<file path="src/scaled_decimal_compare_unit_macros.svh">
// Assertion macros shared by the compare unit modules
`ifndef SCALED_DECIMAL_COMPARE_UNIT_MACROS_SVH
`define SCALED_DECIMAL_COMPARE_UNIT_MACROS_SVH

// Implication checked at every edge outside reset
`define SDC_ASSERT_IMPL(label, clk, rst_n, ante, cons, msg) \
    label: assert property (@(posedge clk) disable iff (!rst_n) (ante) |-> (cons)) \
        else $error(msg);

// Next-cycle implication
`define SDC_ASSERT_NEXT(label, clk, rst_n, ante, cons, msg) \
    label: assert property (@(posedge clk) disable iff (!rst_n) (ante) |=> (cons)) \
        else $error(msg);

`endif

</file>
<file path="src/sdc_pkg.sv">
// Package: types, constants and helpers of the scaled decimal compare unit
`default_nettype none
package sdc_pkg;
    localparam int MAX_SCALE_DEF = 28;
    localparam int MANTISSA_WORDS_DEF = 3;
    localparam int MANT_W = 96;
    localparam int WIDE_W = 224;
    localparam int SCALE_W = 5;
    localparam int POW_W = 96;
    localparam int QUEUE_DEPTH = 2;

    typedef enum logic [2:0] {
        OP_LT = 3'd0,
        OP_LE = 3'd1,
        OP_GT = 3'd2,
        OP_GE = 3'd3,
        OP_EQ = 3'd4,
        OP_NE = 3'd5
    } op_t;

    typedef struct packed {
        logic [2:0]        op;
        logic              sign_decided;
        logic              sign_rel_neg;
        logic              both_neg;
        logic              swap;
        logic [MANT_W-1:0] small_m;
        logic [MANT_W-1:0] large_m;
        logic [SCALE_W-1:0] diff;
    } work_t;

    function automatic logic [POW_W-1:0] pow10(input logic [SCALE_W-1:0] e);
        logic [POW_W-1:0] p;
        case (e)
            5'd0: p = 96'd1;
            5'd1: p = 96'd10;
            5'd2: p = 96'd100;
            5'd3: p = 96'd1_000;
            5'd4: p = 96'd10_000;
            5'd5: p = 96'd100_000;
            5'd6: p = 96'd1_000_000;
            5'd7: p = 96'd10_000_000;
            5'd8: p = 96'd100_000_000;
            5'd9: p = 96'd1_000_000_000;
            5'd10: p = 96'd10_000_000_000;
            5'd11: p = 96'd100_000_000_000;
            5'd12: p = 96'd1_000_000_000_000;
            5'd13: p = 96'd10_000_000_000_000;
            5'd14: p = 96'd100_000_000_000_000;
            5'd15: p = 96'd1_000_000_000_000_000;
            5'd16: p = 96'd10_000_000_000_000_000;
            5'd17: p = 96'd100_000_000_000_000_000;
            5'd18: p = 96'd1_000_000_000_000_000_000;
            5'd19: p = 96'd10_000_000_000_000_000_000;
            5'd20: p = 96'd100_000_000_000_000_000_000;
            5'd21: p = 96'd1_000_000_000_000_000_000_000;
            5'd22: p = 96'd10_000_000_000_000_000_000_000;
            5'd23: p = 96'd100_000_000_000_000_000_000_000;
            5'd24: p = 96'd1_000_000_000_000_000_000_000_000;
            5'd25: p = 96'd10_000_000_000_000_000_000_000_000;
            5'd26: p = 96'd100_000_000_000_000_000_000_000_000;
            5'd27: p = 96'd1_000_000_000_000_000_000_000_000_000;
            5'd28: p = 96'd10_000_000_000_000_000_000_000_000_000;
            default: p = 96'd1;
        endcase
        return p;
    endfunction
endpackage
`default_nettype wire

</file>
<file path="src/sdc_front.sv">
// Front part: clamp scales, resolve signs, pick operand to scale
`default_nettype none
module sdc_front #(
    parameter int MAX_SCALE = sdc_pkg::MAX_SCALE_DEF,
    parameter int MANTISSA_WORDS = sdc_pkg::MANTISSA_WORDS_DEF
) (
    input  wire logic [2:0]               op,
    input  wire logic [sdc_pkg::MANT_W-1:0] a_m,
    input  wire logic [4:0]               a_scale,
    input  wire logic                     a_negative,
    input  wire logic [sdc_pkg::MANT_W-1:0] b_m,
    input  wire logic [4:0]               b_scale,
    input  wire logic                     b_negative,
    output sdc_pkg::work_t                work
);
    localparam int KEEP = 32 * MANTISSA_WORDS;
    localparam logic [sdc_pkg::MANT_W-1:0] MASK = (sdc_pkg::MANT_W)'({KEEP{1'b1}});
    logic [sdc_pkg::MANT_W-1:0] ma, mb;
    logic [4:0] sa, sb;
    logic na, nb;
    always_comb
    begin
        ma = a_m & MASK;
        mb = b_m & MASK;
        sa = (a_scale > 5'(MAX_SCALE)) ? 5'(MAX_SCALE) : a_scale;
        sb = (b_scale > 5'(MAX_SCALE)) ? 5'(MAX_SCALE) : b_scale;
        na = a_negative && (ma != '0);
        nb = b_negative && (mb != '0);
        work.op = op;
        work.sign_decided = (na != nb);
        work.sign_rel_neg = na;
        work.both_neg = na;
        work.swap = (sb < sa);
        work.small_m = (sb < sa) ? mb : ma;
        work.large_m = (sb < sa) ? ma : mb;
        work.diff = (sb < sa) ? (sa - sb) : (sb - sa);
    end
endmodule
`default_nettype wire

</file>
<file path="config.mk">
export PLATFORM = sky130hd
export DESIGN_NAME = sdc_front
export DESIGN_NICKNAME = d
export VERILOG_FILES = /design/src/scaled_decimal_compare_unit_macros.svh /design/src/sdc_pkg.sv /design/src/sdc_front.sv
export SDC_FILE = /design/constraint.sdc
export NUM_CORES = 1
export LEC_CHECK = 0
export ABC_CLOCK_PERIOD_IN_PS = 2150
export BUFFER_PORTS_ARGS = -buffer_cell sky130_fd_sc_hd__buf_2
export CAP_MARGIN = 5
export CORE_AREA = 3 3 158 160
export DETAILED_ROUTE_END_ITERATION = 12
export DIE_AREA = 0 0 161 163
export PLACE_DENSITY = 0.44
export SLEW_MARGIN = 30
export SYNTH_ARGS = -nofsm -noshare
export SYNTH_HDL_FRONTEND = slang
export SYNTH_SLANG_ARGS = --single-unit
</file>
<file path="constraint.sdc">
create_clock -name vclk -period 2.15
set_input_delay 0.215 -clock vclk [all_inputs]
set_output_delay 0.215 -clock vclk [all_outputs]
set_load 0.01 [all_outputs]
</file>
==> flow_summary.json <==
{
  "synthTopCellsByArea": "mux2_2, nor4_1, ha_1",
  "synth.most_common_cell": "mux2_2",
  "grt_max_degree": 19,
  "power.density_nw_per_um2": 353,
  "violations": "negative setup slack",
  "tightest_slew_ns": 0.487,
  "worst_path_most_repeated_cell": "buf_6",
  "num-nets-final": 1099,
  "worst-setup-path-type": "primary input to output pin",
  "crit_buf_inv": 4,
  "path_max_fanout": 8,
  "fill_cells": 2427,
  "whs_ns": 0.430,
  "fin_ws_ns": -0.281,
  "hold_viol": 0,
  "hold_buffers": 0,
  "power.leakage_nw": 4.02,
  "place_area_um2": 6620,
  "synth_seq_area_share_pct": 0,
  "overflow": 0,
  "instances_no_fill": 1198,
  "yosysTopAreaCellShare_pct": 67.7,
  "status": "finished, violations left",
  "cp-end-kind": "output pin",
  "dp_cells": 1175,
  "n_sequential_cell": 0,
  "final_util_pct": 35.5,
  "slowest_stage": "mux2_2",
  "final_antenna_net_count": 0,
  "yosysWarningCount": 0,
  "start_kind": "primary input",
  "use_met3_pct": 2.37,
  "core_area_um2": 23500,
  "final-seq-area_um2": 0,
  "synth_cell_types": 32,
  "max_freq_ghz": 0.411,
  "finalWirelength_mm": 22.2,
  "fin_area_um2": 8370,
  "crit_path_cell_trace": "buf_6, nand3_2, and2_4, ha_4, nor2b_4, o21ai_2, a21oi_2, o21ai_4, nand2_8, buf_12, clkbuf_16, mux2_2, buf_6",
  "rows": 56,
  "ir_drop_mv": 0.125,
  "grt_usage_pct": 14.4,
  "grt_busiest_layer": "met2",
  "num_io_pins": 411,
  "place.gp.congestion": 0.811,
  "layout-drive-gt1-share_pct": 89.1,
  "crit_required_ns": 1.93,
  "first_global_vias": 5204,
  "slew_viol_final": 0,
  "finalSetupViolations": 199,
  "wl_per_cell_um": 18.5,
  "place_ws_ns": -0.630,
  "maxCapViolCount": 0,
  "synth_cells": 355,
  "fin_crit_sh_pct": 113,
  "dieHeight_um": 163,
  "cp_data_arrival_time_ns": 2.22,
  "n_clock_buffer": 0,
  "diodes": 0,
  "slew_headroom_pct": 67.2,
  "dr.pass1.iters": 4,
  "avgSynthCellArea_um2": 9.05,
  "portBuffers": 405,
  "vias_per_cell": 4.34,
  "antenna_found_initial": 0,
  "globalRouteMet2Util_pct": 27.2,
  "initial_utilization_pct": 13.6,
  "synthTopCellsByCount": "mux2_2, nor4_1, inv_1, buf_2, nand4_1",
  "synth_nets": 573,
  "yosys.area.top_type": "mux2_2",
  "vias": 5198,
  "grt_pass1_wl_mm": 30.2,
  "rsz0062_at_grt": "yes",
  "fin_crit_ns": 2.43,
  "die_area_um2": 26200,
  "cpPeakStageDelay_ns": 0.34,
  "die_x_um": 161,
  "drcViolationCount": 0,
  "drt_iter0_drc": 218,
  "hp-class": "primary input to output pin",
  "synth_area_um2": 3210,
  "met1_usage_pct": 17.8,
  "crit_family": "buffers and inverters",
  "dp_hpwl_mm": 17.5,
  "area_delta_synth_final_pct": 160
}
cell type report:
type,count,area (um^2),area share (%)
repair buffers,556,4580,54.8
inverters,16,60.1,0.718
well taps,319,399,4.77
multi-input cells,307,3320,39.7
layout by cell type, fill, tap and decap left out, types with 6 or more instances in the layout:
master	n
buf_6	161
nor4_2	6
inv_1	15
buf_16	6
clkbuf_16	10
mux2_4	36
buf_4	117
nand4_1	12
nor4_1	39
buf_8	6
buf_2	249
mux2_2	157
buf_12	7
cell families (layout without fill, tap and decap cells):
group,after synthesis,in the layout,synth area share (%)
xor+xnor,3,3,0.818
mux,194,194,68.0
buf+inv,48,572,7.48
simple gates,77,77,14.5
compound gates,22,22,4.44
fa+ha+maj,11,11,4.75
metal layers:
layer	share of wire (%)	routed length (um)
met4	0.68	151
met2	52	11400
met3	8.0	1770
met1	40	8810
met5	0	0
repair_timing:
action                                  4_1_cts  5_1_grt
pin swaps                                     7       12
gates resized for setup                     140      103
endpoints found under the setup margin      200      200
cloned                                        4       11
setup buffers                                 5        5
stage by stage:
step	power [mW]	setup TNS (ns)
after floorplan	1.19	0
after detailed placement	2.14	-74.17
after CTS	2.58	-56.51
final	2.95	-46.28
after global routing	3.11	-60.30
after global placement	2.15	-71.88
final timing paths:
check                 startpoint        end  slack, ns  cells past startpoint
worst min-delay path       op[2]  work[203]       0.43                      0
worst max-delay path  b_scale[2]  work[121]      -0.28                     13
where the power goes:
part           internal (mW)  switching [mW]  total, mW
Clock                      0               0          0
Sequential                 0               0          0
Combinational           1.74            1.21       2.95
No activity file was read; power rests on OpenSTA's default activity.
