`src/scaled_decimal_compare_unit_macros.svh`:
```
// Assertion macros shared by the compare unit modules
`ifndef SCALED_DECIMAL_COMPARE_UNIT_MACROS_SVH
`define SCALED_DECIMAL_COMPARE_UNIT_MACROS_SVH

// Implication checked at every edge outside reset
`define SDC_ASSERT_IMPL(label, clk, rst_n, ante, cons, msg) \
    label: assert property (@(posedge clk) disable iff (!rst_n) (ante) |-> (cons)) \
        else $error(msg);

// Next-cycle implication
`define SDC_ASSERT_NEXT(label, clk, rst_n, ante, cons, msg) \
    label: assert property (@(posedge clk) disable iff (!rst_n) (ante) |=> (cons)) \
        else $error(msg);

`endif

```
`src/sdc_pkg.sv`:
```
// Package: types, constants and helpers of the scaled decimal compare unit
`default_nettype none
package sdc_pkg;
    localparam int MAX_SCALE_DEF = 28;
    localparam int MANTISSA_WORDS_DEF = 3;
    localparam int MANT_W = 96;
    localparam int WIDE_W = 224;
    localparam int SCALE_W = 5;
    localparam int POW_W = 96;
    localparam int QUEUE_DEPTH = 2;

    typedef enum logic [2:0] {
        OP_LT = 3'd0,
        OP_LE = 3'd1,
        OP_GT = 3'd2,
        OP_GE = 3'd3,
        OP_EQ = 3'd4,
        OP_NE = 3'd5
    } op_t;

    typedef struct packed {
        logic [2:0]        op;
        logic              sign_decided;
        logic              sign_rel_neg;
        logic              both_neg;
        logic              swap;
        logic [MANT_W-1:0] small_m;
        logic [MANT_W-1:0] large_m;
        logic [SCALE_W-1:0] diff;
    } work_t;

    function automatic logic [POW_W-1:0] pow10(input logic [SCALE_W-1:0] e);
        logic [POW_W-1:0] p;
        case (e)
            5'd0: p = 96'd1;
            5'd1: p = 96'd10;
            5'd2: p = 96'd100;
            5'd3: p = 96'd1_000;
            5'd4: p = 96'd10_000;
            5'd5: p = 96'd100_000;
            5'd6: p = 96'd1_000_000;
            5'd7: p = 96'd10_000_000;
            5'd8: p = 96'd100_000_000;
            5'd9: p = 96'd1_000_000_000;
            5'd10: p = 96'd10_000_000_000;
            5'd11: p = 96'd100_000_000_000;
            5'd12: p = 96'd1_000_000_000_000;
            5'd13: p = 96'd10_000_000_000_000;
            5'd14: p = 96'd100_000_000_000_000;
            5'd15: p = 96'd1_000_000_000_000_000;
            5'd16: p = 96'd10_000_000_000_000_000;
            5'd17: p = 96'd100_000_000_000_000_000;
            5'd18: p = 96'd1_000_000_000_000_000_000;
            5'd19: p = 96'd10_000_000_000_000_000_000;
            5'd20: p = 96'd100_000_000_000_000_000_000;
            5'd21: p = 96'd1_000_000_000_000_000_000_000;
            5'd22: p = 96'd10_000_000_000_000_000_000_000;
            5'd23: p = 96'd100_000_000_000_000_000_000_000;
            5'd24: p = 96'd1_000_000_000_000_000_000_000_000;
            5'd25: p = 96'd10_000_000_000_000_000_000_000_000;
            5'd26: p = 96'd100_000_000_000_000_000_000_000_000;
            5'd27: p = 96'd1_000_000_000_000_000_000_000_000_000;
            5'd28: p = 96'd10_000_000_000_000_000_000_000_000_000;
            default: p = 96'd1;
        endcase
        return p;
    endfunction
endpackage
`default_nettype wire

```
`src/sdc_queue.sv`:
```
// Two-entry queue between the front and back parts
`default_nettype none
module sdc_queue (
    input  wire logic           clk,
    input  wire logic           rst_n,
    input  wire logic           in_valid,
    output logic                in_ready,
    input  wire sdc_pkg::work_t in_data,
    output logic                out_valid,
    input  wire logic           out_ready,
    output sdc_pkg::work_t      out_data
);
    `include "scaled_decimal_compare_unit_macros.svh"
    sdc_pkg::work_t mem [sdc_pkg::QUEUE_DEPTH];
    logic wr_reg, rd_reg;
    logic [1:0] count_reg;
    logic push, pop;
    assign in_ready = (count_reg != 2'd2);
    assign out_valid = (count_reg != 2'd0);
    assign push = in_valid && in_ready;
    assign pop = out_valid && out_ready;
    assign out_data = mem[rd_reg];
    always_ff @(posedge clk)
    begin
        if (push)
        begin
            mem[wr_reg] <= in_data;
        end
    end
    always_ff @(posedge clk or negedge rst_n)
    begin
        if (!rst_n)
        begin
            wr_reg <= 1'b0;
            rd_reg <= 1'b0;
            count_reg <= 2'd0;
        end
        else
        begin
            if (push)
            begin
                wr_reg <= ~wr_reg;
            end
            if (pop)
            begin
                rd_reg <= ~rd_reg;
            end
            count_reg <= count_reg + 2'(push) - 2'(pop);
        end
    end
    `SDC_ASSERT_IMPL(a_q_count, clk, rst_n, 1'b1, count_reg <= 2'd2, "queue overflow")
    `SDC_ASSERT_NEXT(a_q_full, clk, rst_n, push && !pop && count_reg == 2'd1,
        count_reg == 2'd2, "queue count lost")
    `SDC_ASSERT_IMPL(a_q_ptr, clk, rst_n, count_reg == 2'd0 || count_reg == 2'd2,
        wr_reg == rd_reg, "queue pointers out of step")
endmodule
`default_nettype wire

```
`config.mk`:
```
export PLATFORM = sky130hd
export DESIGN_NAME = sdc_queue
export DESIGN_NICKNAME = d
export VERILOG_FILES = /design/src/sdc_pkg.sv /design/src/sdc_queue.sv
export VERILOG_INCLUDE_DIRS = /design/src /design/src/src
export SDC_FILE = /design/constraint.sdc
export NUM_CORES = 1
export LEC_CHECK = 0
export ABC_CLOCK_PERIOD_IN_PS = 13400
export BUFFER_PORTS_ARGS = -buffer_cell sky130_fd_sc_hd__buf_4
export CORE_AREA = 2 2 198 200
export CTS_BUF_LIST = sky130_fd_sc_hd__clkbuf_8
export CTS_CLUSTER_SIZE = 8
export DETAILED_ROUTE_END_ITERATION = 16
export DIE_AREA = 0 0 200 202
export GPL_ROUTABILITY_DRIVEN = 0
export PLACE_DENSITY_LB_ADDON = 0.1
export SYNTH_ARGS = -nofsm -noshare
export SYNTH_HDL_FRONTEND = slang
export SYNTH_SLANG_ARGS = --single-unit
```
`constraint.sdc`:
```
create_clock -name clk -period 13.4 [get_ports clk]
set_input_delay 2.68 -clock clk [delete_from_list [all_inputs] [get_ports clk]]
set_output_delay 2.68 -clock clk [all_outputs]
set_load 0.05 [all_outputs]
```
==> impl_metrics.env <==
export IMPL_ir_drop_uv=144.3
export IMPL_largest_register_ffs=408
export IMPL_grt_max_degree=74
export IMPL_nNetsFinal=1335
export IMPL_slowest_delay_ps=1160
export IMPL_critical_path_top_delay_family="buffers and inverters"
export IMPL_combPwrFrac_pct=45.2
export IMPL_start_util_pct=40.58
export IMPL_synthArstFlopShare_pct=0.9709
export IMPL_max_slew_margin_pct=24.64
export IMPL_area_sequential_um2=12360
export IMPL_vias_per_cell=4.625
export IMPL_synth_edff_count=408
export IMPL_p_int_mw=3.122
export IMPL_synth_area_leaders="edfxtp_1, mux2_4, mux2_2"
export IMPL_crit_path_start_kind="flop"
export IMPL_root_buffer="clkbuf_8"
export IMPL_grt_overflow=0
export IMPL_fillers=3146
export IMPL_wire_per_inst_um=20.53
export IMPL_cts_buffers=72
export IMPL_final_max_slew_viol_count=0
export IMPL_grt_pass1_wl_um=49620
export IMPL_yosysSeqAreaShare_pct=79.50
export IMPL_required_ps=10720
export IMPL_die_x_um=200
export IMPL_yosys_most_used_dff="edfxtp_1"
export IMPL_drt_iter0_markers=482
export IMPL_syn_nets=862
export IMPL_synth_seq_cells=412
export IMPL_endpoint_kind="primary output"
export IMPL_synth_most_common_cell="edfxtp_1"
export IMPL_grt_busiest_layer="met2"
export IMPL_ant_nets=0
export IMPL_power_density_nw_per_um2=257.5
export IMPL_ys_types=16
export IMPL_use_met1_pct=19.30
export IMPL_core_area_um2=38290
export IMPL_multiInputGateArea_um2=2965
export IMPL_rows=72
export IMPL_ctsHoldBuffers=0
export IMPL_die_area_um2=40400
export IMPL_htree_levels=3
export IMPL_io_pins=414
export IMPL_syn_mean_instance_area_um2=23.83
export IMPL_arrival_ps=3960
export IMPL_clockPowerShare_pct=18.9
export IMPL_grt_use_met2_pct=27.59
export IMPL_hp_class="flop to flop"
export IMPL_switching_power_mw=2.123
export IMPL_place_area_um2=19140
export IMPL_worst_pin_slew_ps=1130
export IMPL_yosysTopAreaCell="edfxtp_1"
export IMPL_tns_ps=0
export IMPL_drc=0
export IMPL_syn_cell_area_um2=15540
export IMPL_dp_hpwl_um=23460
export IMPL_clockBufferDepth=3
export IMPL_grt_usage_pct=16.85
export IMPL_routed_wl_um=34690
export IMPL_path_clk_slew_ps=50
export IMPL_rsz0062_at_grt="no"
export IMPL_switching_share_pct=40.48
export IMPL_vias=7816
export IMPL_finalCritPeriodShare_pct=49.53
export IMPL_clock_latency_ps=590
export IMPL_layout_drive_gt1_share_pct=60.68
export IMPL_cp_common_cell="buf_4"
export IMPL_cts_resized=0
export IMPL_io_buffer_count=413
export IMPL_path_max_fanout=69
export IMPL_netlist_area_leader_share_pct=78.86
export IMPL_stdcell_area_um2=20370
export IMPL_grt_pass1_vias=8228
export IMPL_fmax_mhz=150.7
export IMPL_post_route_min_period_ps=6636
export IMPL_max_cap_violations=0
export IMPL_skew_ps=12.11
export IMPL_crit_type="flop to primary output"
export IMPL_drt_pass1_iter_count=4
export IMPL_synth_top_cells_by_count="edfxtp_1, mux2_4, mux2_2"
export IMPL_cts_sinks=412
export IMPL_hold_viol=0
export IMPL_ys_warn_count=0
export IMPL_p_seq_share_pct=35.9
export IMPL_cts_tree="yes"
export IMPL_setup_viol=0
export IMPL_use_met3_pct=7.075
export IMPL_fin_util_pct=53.21
export IMPL_timing_critical_path_buf_inv=3
export IMPL_p_leak_nw=8.081
export IMPL_status="complete, no violations"
export IMPL_post_cts_buffers=0
export IMPL_die_height_um=202
export IMPL_area_growth_pct=31.13
export IMPL_antenna_found_initial=3
export IMPL_syn_inst=652
export IMPL_crit_chain="buf_4, buf_4, mux2_2, buf_4"
export IMPL_slowest_stage="dfrtp_4"
path summary, 6_finish.rpt:
path                               from            to  slack, ps  depth (start not counted)
setup / recovery                 rd_reg   out_data[6]       6760                          4
setup reg to reg           count_reg[1]   mem[0][142]       9850                          5
hold / removal             count_reg[0]  count_reg[0]        530                          1
max in group asynchronous         rst_n        rd_reg      11400                          1
hold reg to reg            count_reg[0]  count_reg[0]        530                          1
min in group asynchronous         rst_n  count_reg[0]       1890                          1
per-layer routing:
layer | share of wire, % | up-vias
met4 | 3.1 | 2
met3 | 9.7 | 66
met5 | 0.037 | -
met1 | 38 | 3894
li1 | - | 3549
met2 | 49 | 305
power by group through the flow:
| stage | Sequential [mW] | Combinational, mW | Clock, mW |
|---|---|---|---|
| floorplan | 1.92 | 1.83 | 0 |
| global placement | 1.91 | 2.40 | 0 |
| detailed placement | 1.92 | 2.40 | 0 |
| CTS | 1.89 | 2.40 | 1.03 |
| global route | 1.91 | 2.47 | 1.09 |
| finish | 1.88 | 2.37 | 0.989 |
cells in the final DEF (no fill, tap or decap), drive strengths merged:
cell      Yosys  routed
buf          23     422
edfxtp      408     408
mux2        204     204
clkbuf        0      77
inv           1      30
clkinv        0      11
dfrtp         4       4
xnor2         3       3
diode         0       2
ha            2       2
clkinvlp      0       2
or2           1       1
and2          1       1
nand2b        1       1
nand2         1       1
and3          1       1
nor2          1       1
xor2          1       1
kinds of logic after synthesis:
| family | count (synthesis) | synth area share, % |
|---|---|---|
| simple gates | 6 | 0.2094 |
| fa+ha+maj | 2 | 0.1610 |
| buf+inv | 24 | 1.490 |
| flops | 412 | 79.50 |
| xor+xnor | 4 | 0.2255 |
| mux | 204 | 18.41 |
area by class of cell:
type | count | share of cell area [%]
flip-flops and latches | 412 | 60.65
repair buffers | 422 | 15.55
multi-input cells | 216 | 14.56
clock buffers | 77 | 5.202
well taps | 518 | 3.181
clock inverters | 42 | 0.8169
diodes | 2 | 0.02457
inverters | 1 | 0.01843
per-stage QoR:
step | hold WS, ps | cells | setup WS [ps] | total power [mW]
2_1_floorplan | 460.8 | 652 | 1371 | 3.753
3_3_place_gp | 494.6 | 1569 | 7299 | 4.309
3_5_place_dp | 515.7 | 1569 | 7260 | 4.315
4_1_cts | 530.8 | 1688 | 6589 | 5.324
5_1_grt | 582.6 | 1689 | 6504 | 5.473
6_report | 526.1 | 1690 | 6764 | 5.245
Note: power is estimated with default switching activity, not from simulation.
